===== src/rtl/core/tcd_pkg.sv =====
// tcd_pkg: shared constants for the tilt change key detector
// angle formats, key codes, register indexes and the arctangent table
// no dependencies
package tcd_pkg;

  // angle format: 1/128 degree per lsb
  localparam int ANGLE_W        = 16;
  localparam int THR_W          = 17;
  localparam int FRAC_SHIFT     = 8;
  localparam int PRESCALE_SHIFT = 24;
  // accumulator: 1/32768 degree per lsb, covers +-360 degrees
  localparam int ACC_W          = 25;

  localparam logic signed [THR_W-1:0] HALF_TURN    = 17'sd23040;
  localparam logic signed [THR_W-1:0] QUARTER_TURN = 17'sd11520;
  localparam logic signed [ACC_W-1:0] HALF_TURN_SCALED = 25'sd5898240;

  // key codes
  localparam logic [1:0] KEY_NONE = 2'd0;
  localparam logic [1:0] KEY_UP   = 2'd1;
  localparam logic [1:0] KEY_DOWN = 2'd2;

  // configuration register indexes
  localparam int CFG_IDX_W = 2;
  localparam logic [CFG_IDX_W-1:0] CFG_ENABLE    = 2'd0;
  localparam logic [CFG_IDX_W-1:0] CFG_UP_THRESH = 2'd1;
  localparam logic [CFG_IDX_W-1:0] CFG_DN_THRESH = 2'd2;

  localparam logic signed [THR_W-1:0] UP_THRESH_RST = 17'sd1024;
  localparam logic signed [THR_W-1:0] DN_THRESH_RST = -17'sd1024;

  // atan(2^-i) in degrees scaled by 32768, rounded
  localparam int TAB_LEN   = 24;
  localparam int TAB_IDX_W = 5;
  localparam int TAB_W     = 21;
  localparam logic [TAB_W-1:0] ATAN_TAB [TAB_LEN] = '{
    21'd1474560, 21'd870484, 21'd459940, 21'd233473,
    21'd117189,  21'd58653,  21'd29333,  21'd14667,
    21'd7334,    21'd3667,   21'd1833,   21'd917,
    21'd458,     21'd229,    21'd115,    21'd57,
    21'd29,      21'd14,     21'd7,      21'd4,
    21'd2,       21'd1,      21'd0,      21'd0
  };

endpackage


===== src/rtl/core/tcd_cordic.sv =====
// tcd_cordic: iterative vectoring cordic giving atan2(y, z) in 1/128 degree
// one shared add/shift datapath, one micro-rotation per cycle
// depends on tcd_pkg
module tcd_cordic #(
  parameter int SAMPLE_BITS      = 12,
  parameter int ANGLE_ITERATIONS = 16
) (
  input  logic                                clk_i,
  input  logic                                rst_ni,
  input  logic                                start_i,
  output logic                                ready_o,
  input  logic signed [SAMPLE_BITS-1:0]       y_i,
  input  logic signed [SAMPLE_BITS-1:0]       z_i,
  output logic                                res_valid_o,
  input  logic                                res_ready_i,
  output logic signed [tcd_pkg::ANGLE_W-1:0]  angle_o
);

  // datapath width: prescaled sample plus headroom for cordic gain and negation
  localparam int W    = SAMPLE_BITS + tcd_pkg::PRESCALE_SHIFT + 3;
  localparam int CNTW = (ANGLE_ITERATIONS > 1) ? $clog2(ANGLE_ITERATIONS) : 1;
  localparam int RW   = tcd_pkg::ACC_W - tcd_pkg::FRAC_SHIFT;

  localparam logic [1:0] ST_IDLE = 2'd0;
  localparam logic [1:0] ST_ITER = 2'd1;
  localparam logic [1:0] ST_DONE = 2'd2;

  logic [1:0]                        state_q, state_d;
  logic [CNTW-1:0]                   cnt_q, cnt_d;
  logic signed [W-1:0]               x_q, x_d;
  logic signed [W-1:0]               y_q, y_d;
  logic signed [tcd_pkg::ACC_W-1:0]  acc_q, acc_d;

  logic signed [W-1:0]               y_ext, z_ext, y_pre, z_pre, xs, ys;
  logic signed [tcd_pkg::ACC_W-1:0]  tab_val, acc_rnd;
  logic signed [RW-1:0]              ang_r;
  logic signed [tcd_pkg::THR_W-1:0]  ang_c;

  assign y_ext = W'(y_i);
  assign z_ext = W'(z_i);
  assign y_pre = y_ext <<< tcd_pkg::PRESCALE_SHIFT;
  assign z_pre = z_ext <<< tcd_pkg::PRESCALE_SHIFT;

  // shared micro-rotation operands
  assign xs      = x_q >>> cnt_q;
  assign ys      = y_q >>> cnt_q;
  assign tab_val = tcd_pkg::ACC_W'(
                     tcd_pkg::ATAN_TAB[tcd_pkg::TAB_IDX_W'(cnt_q)]);

  // sequencer and datapath next state
  always_comb begin
    state_d = state_q;
    cnt_d   = cnt_q;
    x_d     = x_q;
    y_d     = y_q;
    acc_d   = acc_q;
    unique case (state_q)
      ST_IDLE: begin
        if (start_i) begin
          cnt_d = '0;
          priority if (y_i == '0) begin
            // on the z axis: 0 or half turn
            acc_d   = (z_i < 0) ? tcd_pkg::HALF_TURN_SCALED : '0;
            state_d = ST_DONE;
          end else if (z_i == '0) begin
            // on the y axis: plus or minus quarter turn
            acc_d   = (y_i > 0) ? (tcd_pkg::ACC_W'(tcd_pkg::QUARTER_TURN)
                                   <<< tcd_pkg::FRAC_SHIFT)
                                : -(tcd_pkg::ACC_W'(tcd_pkg::QUARTER_TURN)
                                   <<< tcd_pkg::FRAC_SHIFT);
            state_d = ST_DONE;
          end else if (z_i < 0) begin
            // fold into the right half plane
            x_d     = -z_pre;
            y_d     = -y_pre;
            acc_d   = (y_i >= 0) ? tcd_pkg::HALF_TURN_SCALED
                                 : -tcd_pkg::HALF_TURN_SCALED;
            state_d = ST_ITER;
          end else begin
            x_d     = z_pre;
            y_d     = y_pre;
            acc_d   = '0;
            state_d = ST_ITER;
          end
        end
      end
      ST_ITER: begin
        if (y_q > 0) begin
          x_d   = x_q + ys;
          y_d   = y_q - xs;
          acc_d = acc_q + tab_val;
        end else begin
          x_d   = x_q - ys;
          y_d   = y_q + xs;
          acc_d = acc_q - tab_val;
        end
        cnt_d = cnt_q + 1'b1;
        if (cnt_q == CNTW'(ANGLE_ITERATIONS - 1)) begin
          state_d = ST_DONE;
        end
      end
      ST_DONE: begin
        if (res_ready_i) begin
          state_d = ST_IDLE;
        end
      end
      default: begin
        state_d = ST_IDLE;
      end
    endcase
  end

  // control registers
  always_ff @(posedge clk_i or negedge rst_ni) begin
    if (!rst_ni) begin
      state_q <= ST_IDLE;
      cnt_q   <= '0;
    end else begin
      state_q <= state_d;
      cnt_q   <= cnt_d;
    end
  end

  // datapath registers
  always_ff @(posedge clk_i) begin
    x_q   <= x_d;
    y_q   <= y_d;
    acc_q <= acc_d;
  end

  // round half up to 1/128 degree and clamp to a half turn
  assign acc_rnd = acc_q + tcd_pkg::ACC_W'(1 << (tcd_pkg::FRAC_SHIFT - 1));
  assign ang_r   = RW'(acc_rnd >>> tcd_pkg::FRAC_SHIFT);

  always_comb begin
    priority if (ang_r > tcd_pkg::HALF_TURN) begin
      ang_c = tcd_pkg::HALF_TURN;
    end else if (ang_r < -tcd_pkg::HALF_TURN) begin
      ang_c = -tcd_pkg::HALF_TURN;
    end else begin
      ang_c = ang_r;
    end
  end

  assign angle_o     = tcd_pkg::ANGLE_W'(ang_c);
  assign ready_o     = (state_q == ST_IDLE);
  assign res_valid_o = (state_q == ST_DONE);

endmodule


===== src/rtl/core/tilt_change_key_detector.sv =====
// tilt_change_key_detector: tilt angle from y/z acceleration and up/down key events
// depends on tcd_pkg and tcd_cordic
//
// Usage:
//   Input channel (in_valid_i/in_ready_o) carries one signed y/z sample pair per
//   transaction. Output channel (out_valid_o/out_ready_i) returns one transaction
//   per sample: key_o (none, up, down) and tilt_angle_o in 1/128 degree.
//   Configuration writes (cfg_we_i, cfg_index_i, cfg_wdata_i) take effect at the
//   clock edge: index 0 enable, 1 up threshold, 2 down threshold, others ignored.
//   A general sample passes through the micro-rotations; a sample with a zero axis
//   reading skips them. A new sample is accepted only when the cordic is idle,
//   as the single cordic datapath does one micro-rotation per cycle and holds
//   one sample at a time.
//   The result sits in an output register, so a new sample is accepted while a
//   finished result waits. If the receiver stalls, the next result waits in the
//   cordic and in_ready_o stays low until the output register frees.
//   Reset: enable off, thresholds +8 and -8 degrees, reference angle zero,
//   no result pending.
module tilt_change_key_detector #(
  parameter int SAMPLE_BITS      = 12,
  parameter int ANGLE_ITERATIONS = 16
) (
  input  logic                                  clk_i,
  input  logic                                  rst_ni,
  input  logic                                  in_valid_i,
  output logic                                  in_ready_o,
  input  logic signed [SAMPLE_BITS-1:0]         accel_y_i,
  input  logic signed [SAMPLE_BITS-1:0]         accel_z_i,
  output logic                                  out_valid_o,
  input  logic                                  out_ready_i,
  output logic [1:0]                            key_o,
  output logic signed [tcd_pkg::ANGLE_W-1:0]    tilt_angle_o,
  input  logic                                  cfg_we_i,
  input  logic [tcd_pkg::CFG_IDX_W-1:0]         cfg_index_i,
  input  logic [tcd_pkg::THR_W-1:0]             cfg_wdata_i
);

  logic                                 enable_q;
  logic signed [tcd_pkg::THR_W-1:0]     up_thr_q, dn_thr_q;
  logic signed [tcd_pkg::ANGLE_W-1:0]   ref_q, ref_d;
  logic                                 out_valid_q, out_valid_d;
  logic [1:0]                           key_q, key_d;
  logic signed [tcd_pkg::ANGLE_W-1:0]   angle_q;

  logic                                 res_valid, res_ready, res_take;
  logic signed [tcd_pkg::ANGLE_W-1:0]   res_angle;
  logic signed [tcd_pkg::THR_W-1:0]     diff;

  // angle unit
  tcd_cordic #(
    .SAMPLE_BITS      (SAMPLE_BITS),
    .ANGLE_ITERATIONS (ANGLE_ITERATIONS)
  ) u_cordic (
    .clk_i       (clk_i),
    .rst_ni      (rst_ni),
    .start_i     (in_valid_i),
    .ready_o     (in_ready_o),
    .y_i         (accel_y_i),
    .z_i         (accel_z_i),
    .res_valid_o (res_valid),
    .res_ready_i (res_ready),
    .angle_o     (res_angle)
  );

  assign res_ready = !out_valid_q || out_ready_i;
  assign res_take  = res_valid && res_ready;

  // key decision against the reference angle, no wrap
  assign diff = tcd_pkg::THR_W'(ref_q) - tcd_pkg::THR_W'(res_angle);

  always_comb begin
    key_d = tcd_pkg::KEY_NONE;
    ref_d = ref_q;
    if (enable_q) begin
      priority if (diff > up_thr_q) begin
        key_d = tcd_pkg::KEY_UP;
        ref_d = res_angle;
      end else if (diff < dn_thr_q) begin
        key_d = tcd_pkg::KEY_DOWN;
        ref_d = res_angle;
      end else begin
        key_d = tcd_pkg::KEY_NONE;
      end
    end
  end

  // output register occupancy
  always_comb begin
    out_valid_d = out_valid_q;
    if (res_take) begin
      out_valid_d = 1'b1;
    end else if (out_ready_i) begin
      out_valid_d = 1'b0;
    end
  end

  // control state, configuration and reference
  always_ff @(posedge clk_i or negedge rst_ni) begin
    if (!rst_ni) begin
      enable_q    <= 1'b0;
      up_thr_q    <= tcd_pkg::UP_THRESH_RST;
      dn_thr_q    <= tcd_pkg::DN_THRESH_RST;
      ref_q       <= '0;
      out_valid_q <= 1'b0;
    end else begin
      out_valid_q <= out_valid_d;
      if (res_take) begin
        ref_q <= ref_d;
      end
      if (cfg_we_i) begin
        unique case (cfg_index_i)
          tcd_pkg::CFG_ENABLE:    enable_q <= cfg_wdata_i[0];
          tcd_pkg::CFG_UP_THRESH: up_thr_q <= cfg_wdata_i;
          tcd_pkg::CFG_DN_THRESH: dn_thr_q <= cfg_wdata_i;
          default: begin
          end
        endcase
      end
    end
  end

  // output payload
  always_ff @(posedge clk_i) begin
    if (res_take) begin
      key_q   <= key_d;
      angle_q <= res_angle;
    end
  end

  assign out_valid_o  = out_valid_q;
  assign key_o        = key_q;
  assign tilt_angle_o = angle_q;

endmodule

===== config.mk =====
export PLATFORM = sky130hd
export DESIGN_NAME = tilt_change_key_detector
export DESIGN_NICKNAME = d
export VERILOG_FILES = /design/src/rtl/core/tcd_pkg.sv /design/src/rtl/core/tcd_cordic.sv /design/src/rtl/core/tilt_change_key_detector.sv
export SDC_FILE = /design/constraint.sdc
export NUM_CORES = 1
export LEC_CHECK = 0
export CAP_MARGIN = 20
export CORE_MARGIN = 8
export CORE_UTILIZATION = 40
export CTS_BUF_LIST = sky130_fd_sc_hd__clkbuf_8
export CTS_CLUSTER_DIAMETER = 30
export DETAILED_ROUTE_END_ITERATION = 10
export DONT_BUFFER_PORTS = 1
export SETUP_SLACK_MARGIN = 0.5
export SLEW_MARGIN = 40
export SYNTH_ARGS = -nofsm -noshare
export SYNTH_HDL_FRONTEND = slang
export SYNTH_SLANG_ARGS = --single-unit

===== constraint.sdc =====
create_clock -name clk_i -period 11 [get_ports clk_i]
set_clock_uncertainty 0.1 [all_clocks]
set_input_delay 1.1 -clock clk_i [delete_from_list [all_inputs] [get_ports clk_i]]
set_output_delay 1.1 -clock clk_i [all_outputs]
set_load 0.005 [all_outputs]

==> metrics.md, run 1 <==
| Metric | Value |
|---|---|
| RSZ-0062 raised after global routing | false |
| Worst skew pair latency | 0.58 ns |
| EDFF count, synth | 121 |
| Headroom to the max-slew limit | 40.9% |
| Area of the mapped netlist | 21900 um^2 |
| Number of fill cells in the layout | 5310 |
| CTS root buffer | sky130_fd_sc_hd__clkbuf_8 |
| Fraction of the mapped netlist area in compound gates | 19.6% |
| Synthesized area divided by synthesized cell count | 9.08 um^2 |
| Count of pins on the block boundary | 68 |
| Portion of the post-synthesis area used by sequential elements | 23.3% |
| Drt via density | 6.18 |
| Vias in the first global route | 18399 |
| Highest cell delay on the worst timing path | 0.42 ns |
| DRT Wirelength | 62900 um |
| Max FO, Critical Path | 16 |
| Critical path arrival | 8.25 ns |
| Setup violators final | 0 |
| Post-synthesis net count | 2626 |
| Most crowded layer after global routing | met2 |
| Area fraction in and, or, nand and nor cells after synthesis | 15.6% |
| Largest net degree at the start of global routing | 79 |
| Data required time at the worst endpoint | 11.37 ns |
| Final Cycle Share | 71.6% |
| Fmax | 127 MHz |
| Endpoint type of the worst setup path | flop |
| Post-CTS Hold Buffers | 0 |
| Worst slew pin tran | 0.874 ns |
| Status | finished clean |
| Post-Syn Instances | 2411 |
| Share of post-route cells with drive strength above 1 | 13.2% |
| Warnings, synthesis | 0 |
| PostCTS Resize Cnt | 0 |
| Final HPWL DP | 47200 um |
| Util after Layout | 42.1% |
| Wire length per cell after detailed routing | 20.7 um |
| Die Wd | 250 um |
| Die Ht | 250 um |
| Fraction of synthesized cell area taken by the top area cell type | 16.6% |
| Remaining design rule violation count | 0 |
| Number of setup buffers added after CTS | 0 |
| Total number of vias | 18793 |
| Main combinational cell family by area after synthesis | compound AO/OA/AOI/OAI gates |
| Number of distinct library cells after synthesis | 101 |
| Shortest clock period the worst path allows after layout | 7.87 ns |
| Multiplexer area fraction after synthesis | 18.5% |
| Critical path startpoint category | flop |
| Crit path kind | flop to flop |
| All-Layer GR Usage | 19.6% |
| Violation count after the first detailed-route iteration | 1572 |
| TritonCTS clock tree | built |
| Slew Viols, Final | 0 |
| Critical Path Slowest Stage Cell | sky130_fd_sc_hd__nor3_1 |
| Post-synthesis adder-cell area fraction | 9.68% |
| Total die area | 62500 um^2 |
| First-pass DRT Iterations | 9 |
| Core Rows | 85 |
| Max-cap violations | 0 |
| Post-synthesis xor/xnor area fraction | 8.36% |
| Residual overflow from global routing | 0 |
| Starting Density | 40.5% |
| Buffers on Ports | 0 |
| Number of antenna violations at the first check in global routing | 4 |
| Area overhead of the layout relative to synthesis | 3.86% |
| Number of CTS-inserted buffers | 17 |
| Met1 track demand over resource | 24.4% |
| Register cell area after layout | 5110 um^2 |
| Final Hold Fails | 0 |
| H-Tree Depth | 4 |
| Met3 global-route usage | 3.12% |
| Nets | 2548 |
| Ys flop type | sky130_fd_sc_hd__edfxtp_1 |
| CORE AREA | 54000 um^2 |
| Type of the worst min-delay path | primary input to asynchronous set/reset pin |
| Sinks on the clock net | 179 |
| Met2 global-route usage | 34.2% |
| Residual antenna-violating net count after detailed routing | 0 |
| First-pass GRT wire length | 99900 um |
| Number of buffers on the longest clock path | 2 |
| Clock-pin transition on the worst setup and hold timing paths | 0.11 ns |
| Multi-input gate area | 15800 um^2 |
| Flip-flop and latch count after synthesis | 179 |
| Final weighted congestion of routability-driven global placement | 0.908 |
| Share of flip-flops with an asynchronous set or reset after synthesis | 32.4% |
| Cells taking the most area after synthesis | sky130_fd_sc_hd__edfxtp_1, sky130_fd_sc_hd__ha_1, sky130_fd_sc_hd__mux4_2 |
| Area leader, netlist | sky130_fd_sc_hd__edfxtp_1 |
| Final TNS setup | 0 ns |
## critical path: cells and delay by family (launching register included)
family                   cells  cell delay, ns
AO/OA/AOI/OAI               17            3.55
adder cells (fa/ha/maj)      3            0.96
buffers and inverters        2            0.39
flip-flops                   1            0.41
multiplexers                 3            0.99
AND/OR/NAND/NOR              6            1.35
## area by class of cell
class | instances | area share, %
Multi-Input combinational cell | 2005 | 69.3
Sequential cell | 179 | 22.5
Clock inverter | 13 | 0.583
Antenna cell | 1 | 0.0110
Tap cell | 696 | 3.83
Inverter | 109 | 1.80
Timing Repair Buffer | 21 | 0.902
Clock buffer | 19 | 1.15
## logic make-up after synthesis
family	after synthesis
compound gates	660
xor+xnor	209
fa+ha+maj	167
buf+inv	227
flops	179
mux	273
simple gates	696
## stage by stage
stage,instances,cell area [um^2],hold WS [ns],worst slack [ns]
6_report,3043,22700,0.0982,3.13
5_1_grt,3043,22700,0.0610,2.42
4_1_cts,3040,22700,0.0391,3.21
3_5_place_dp,3008,22300,0.395,3.22
3_3_place_gp,3006,22300,0.391,3.49
2_1_floorplan,2411,21900,0.374,3.64
## synth_stat cells (36+ instances only)
library cell,number
sky130_fd_sc_hd__nor3_1,49
sky130_fd_sc_hd__o21ai_0,154
sky130_fd_sc_hd__a21o_1,71
sky130_fd_sc_hd__dfrtp_1,50
sky130_fd_sc_hd__nor2_1,197
sky130_fd_sc_hd__nand2_1,177
sky130_fd_sc_hd__a21oi_1,162
sky130_fd_sc_hd__mux2_2,104
sky130_fd_sc_hd__nand3_1,40
sky130_fd_sc_hd__xnor2_1,126
sky130_fd_sc_hd__xor2_1,83
sky130_fd_sc_hd__mux2i_1,68
sky130_fd_sc_hd__clkbuf_1,53
sky130_fd_sc_hd__mux4_2,88
sky130_fd_sc_hd__nand2b_1,36
sky130_fd_sc_hd__edfxtp_1,121
sky130_fd_sc_hd__ha_1,163
sky130_fd_sc_hd__inv_1,108
## layer usage
layer	share of wire, %	vias to the layer above	wire [um]
met1	43	9138	27000
li1	-	8910	-
met5	0	-	0
met2	49	620	30700
met4	2.8	0	1780
met3	5.4	125	3390
## layout by cell type (no fill, tap or decap), types with 40 or more instances in the layout
cell type	netlist	routed
sky130_fd_sc_hd__nor2_1	197	193
sky130_fd_sc_hd__nand2_1	177	177
sky130_fd_sc_hd__ha_1	163	163
sky130_fd_sc_hd__a21oi_1	162	162
sky130_fd_sc_hd__o21ai_0	154	154
sky130_fd_sc_hd__xnor2_1	126	126
sky130_fd_sc_hd__edfxtp_1	121	121
sky130_fd_sc_hd__inv_1	108	104
sky130_fd_sc_hd__mux2_2	104	104
sky130_fd_sc_hd__mux4_2	88	88
sky130_fd_sc_hd__xor2_1	83	83
sky130_fd_sc_hd__a21o_1	71	71
sky130_fd_sc_hd__mux2i_1	68	68
sky130_fd_sc_hd__nor3_1	49	49
sky130_fd_sc_hd__dfrtp_1	50	46
sky130_fd_sc_hd__nand3_1	40	40
## path summary, 6_finish.rpt
path,start,end,slack [ns],depth (start not counted)
max in group asynchronous,rst_ni,dn_thr_q[16]$_DFFE_PN1P_,10.51,0
max reg2reg,u_cordic.acc_q[7]$_SDFFCE_PN0P_,ref_q[13]$_DFFE_PN0P_,3.13,31
min reg2reg,up_thr_q[5]$_DFFE_PN0P_,up_thr_q[5]$_DFFE_PN0P_,0.42,1
min in group clk_i,up_thr_q[5]$_DFFE_PN0P_,up_thr_q[5]$_DFFE_PN0P_,0.42,1
max,u_cordic.acc_q[7]$_SDFFCE_PN0P_,ref_q[13]$_DFFE_PN0P_,3.13,31
min,rst_ni,up_thr_q[13]$_DFFE_PN0P_,0.1,0
## flip-flops by register name (all words and copies together), names as in the netlist
| register | count |
|---|---|
| u_cordic.y_q | 39 |
| u_cordic.state_q | 2 |
| up_thr_q | 17 |
| u_cordic.acc_q | 25 |
| out_valid_o | 1 |
| enable_q | 1 |
| ref_q | 16 |
| key_o | 2 |
| tilt_angle_o | 16 |
| u_cordic.x_q | 39 |
| dn_thr_q | 17 |
| u_cordic.cnt_q | 4 |
Power of run 1 is left out: the tool's default activity adds up to more than one toggle a clock period on the data nets, which glitch-free logic cannot reach.
==> run 2, diff against run 1 <==
clock period = 6.6 ns   (was 11 ns; I/O delays follow)
==> metrics.md, run 2 (synthesis gave the netlist of run 1 again) <==
| Metric | Value |
|---|---|
| H-Tree Depth | 4 |
| Vias in the first global route | 18681 |
| Critical path arrival | 6.97 ns |
| Residual overflow from global routing | 0 |
| First-pass GRT wire length | 103000 um |
| Largest net degree at the start of global routing | 69 |
| Number of CTS-inserted buffers | 17 |
| Reg2reg start | u_cordic.acc_q[14]$_SDFFCE_PN0P_ |
| Register cell area after layout | 5110 um^2 |
| Sinks on the clock net | 179 |
| Max FO, Critical Path | 8 |
| Most common library cell in the layout ignoring fill and taps | sky130_fd_sc_hd__nor2_1 |
| Number of buffers on the longest clock path | 2 |
| Shortest clock period the worst path allows after layout | 6.59 ns |
| Violation count after the first detailed-route iteration | 1411 |
| Status | finished clean |
| Critical Path Slowest Stage Cell | sky130_fd_sc_hd__edfxtp_1 |
| Buffers on Ports | 0 |
| Critical Path Most Common Cell | sky130_fd_sc_hd__o21a_1 |
| Worst skew pair latency | 0.60 ns |
| All-Layer GR Usage | 20.3% |
| Multi-input gate area | 16500 um^2 |
| TritonCTS clock tree | built |
| Die Wd | 250 um |
| Type of the worst min-delay path | primary input to flop |
| Final Cycle Share | 99.9% |
| Total die area | 62500 um^2 |
| Remaining design rule violation count | 0 |
| Share of post-route cells with drive strength above 1 | 21.7% |
| Wire length per cell after detailed routing | 20.9 um |
| Max-cap violations | 0 |
| Endpoint type of the worst setup path | flop |
| Fmax | 152 MHz |
| First element of the critical path | u_cordic.acc_q[14]$_SDFFCE_PN0P_ |
| Number of antenna violations at the first check in global routing | 2 |
| Number of fill cells in the layout | 5164 |
| Total number of vias | 19201 |
| RSZ-0062 raised after global routing | true |
| Drt via density | 6.06 |
| Setup violators final | 0 |
| Nets | 2674 |
| Crit path kind | flop to flop |
| Commonest cells after routing, fill and taps aside | sky130_fd_sc_hd__nor2_1, sky130_fd_sc_hd__nand2_1, sky130_fd_sc_hd__a21oi_1 |
| Residual antenna-violating net count after detailed routing | 0 |
| CTS root buffer | sky130_fd_sc_hd__clkbuf_8 |
| Die Ht | 250 um |
| Data required time at the worst endpoint | 6.98 ns |
| Critical path startpoint category | flop |
| Startpoint of the tightest hold check path | cfg_wdata_i[6] |
| Clock-pin transition on the worst setup and hold timing paths | 0.13 ns |
| Headroom to the max-slew limit | 38.9% |
| Core Rows | 85 |
| First-pass DRT Iterations | 5 |
| Starting Density | 40.5% |
| DP Worst Slack | -0.149 ns |
| Final HPWL DP | 49200 um |
| Count of pins on the block boundary | 68 |
| Slew Viols, Final | 0 |
| DRT Wirelength | 66300 um |
| Largest regs | u_cordic.x_q (39), u_cordic.y_q (39), u_cordic.acc_q (25) |
| Area overhead of the layout relative to synthesis | 12.6% |
| Highest cell delay on the worst timing path | 0.51 ns |
| CORE AREA | 54000 um^2 |
| Setup slack after layout | 0.00741 ns |
| Worst slew pin tran | 0.913 ns |
| Final weighted congestion of routability-driven global placement | 0.923 |
| Final Hold Fails | 0 |
run 2: cell types whose count changed in the layout (fill, tap and decap cells not counted), sizes merged:
cell | previous run | this run
dlygate4sd3 | 0 | 1
clkinv | 4 | 5
bufinv | 0 | 1
buf | 21 | 144
run 2: routing by layer:
metal,vias to the layer above,GRT usage [%],wire length [um]
met5,-,0,0
met4,0,10.0,3050
met3,143,3.25,3300
met2,576,34.2,32000
met1,9323,25.2,28000
li1,9159,-,-
run 2: path summary, 6_finish.rpt:
| check | end | slack [ns] | cells past startpoint |
|---|---|---|---|
| min in group asynchronous | dn_thr_q[9]$_DFFE_PN0P_ | 0.47 | 2 |
| worst max register to register | ref_q[0]$_DFFE_PN0P_ | 0.007 | 30 |
| worst min-delay path | up_thr_q[6]$_DFFE_PN0P_ | 0.09 | 1 |
| worst max-delay path | ref_q[0]$_DFFE_PN0P_ | 0.007 | 30 |
| worst min register to register | up_thr_q[4]$_DFFE_PN0P_ | 0.42 | 1 |
| max in group asynchronous | u_cordic.cnt_q[0]$_DFFE_PN0P_ | 5.63 | 2 |
run 2: what timing repair did:
| action | in CTS | in global routing |
|---|---|---|
| pin swaps | 23 | 31 |
| resized for setup | 43 | 87 |
| hold buffers | 2 | 0 |
| buffers inserted | 21 | 23 |
| gates cloned | 1 | 2 |
| endpoints found under the setup margin | 33 | 43 |
| endpoints found under the hold margin | 58 | 0 |
run 2: layout make-up:
class / count / share of cell area [%]
Clock inverter: 15 / 0.914
Clock buffer: 17 / 0.949
Antenna cell: 1 / 0.0102
Timing Repair Buffer: 147 / 5.45
Multi-Input combinational cell: 2005 / 66.7
Inverter: 109 / 1.67
Sequential cell: 179 / 20.7
Tap cell: 696 / 3.53
run 2: metrics by stage:
step                      utilization [%]  cell area, um^2  setup TNS [ns]  std cells  hold slack, ns
after floorplan                         -            22100               0       2411           0.264
after global placement               42.6            23000               0       3083           0.266
after detailed placement             42.7            23100           -1.92       3087           0.266
after CTS                            44.5            24000               0       3143          0.0375
after global routing                 45.6            24700           -3.13       3169          0.0495
final                                45.6            24700               0       3169          0.0949
run 2: critical path: cells and delay by family, from the launching register on:
| kind | cells | cell delay [ns] |
|---|---|---|
| compound gates | 12 | 1.92 |
| xor+xnor | 1 | 0.19 |
| fa+ha+maj | 3 | 0.95 |
| buf+inv | 3 | 0.45 |
| flops | 1 | 0.51 |
| mux | 2 | 0.54 |
| simple gates | 9 | 1.82 |
Power of run 2 is left out for the same reason.
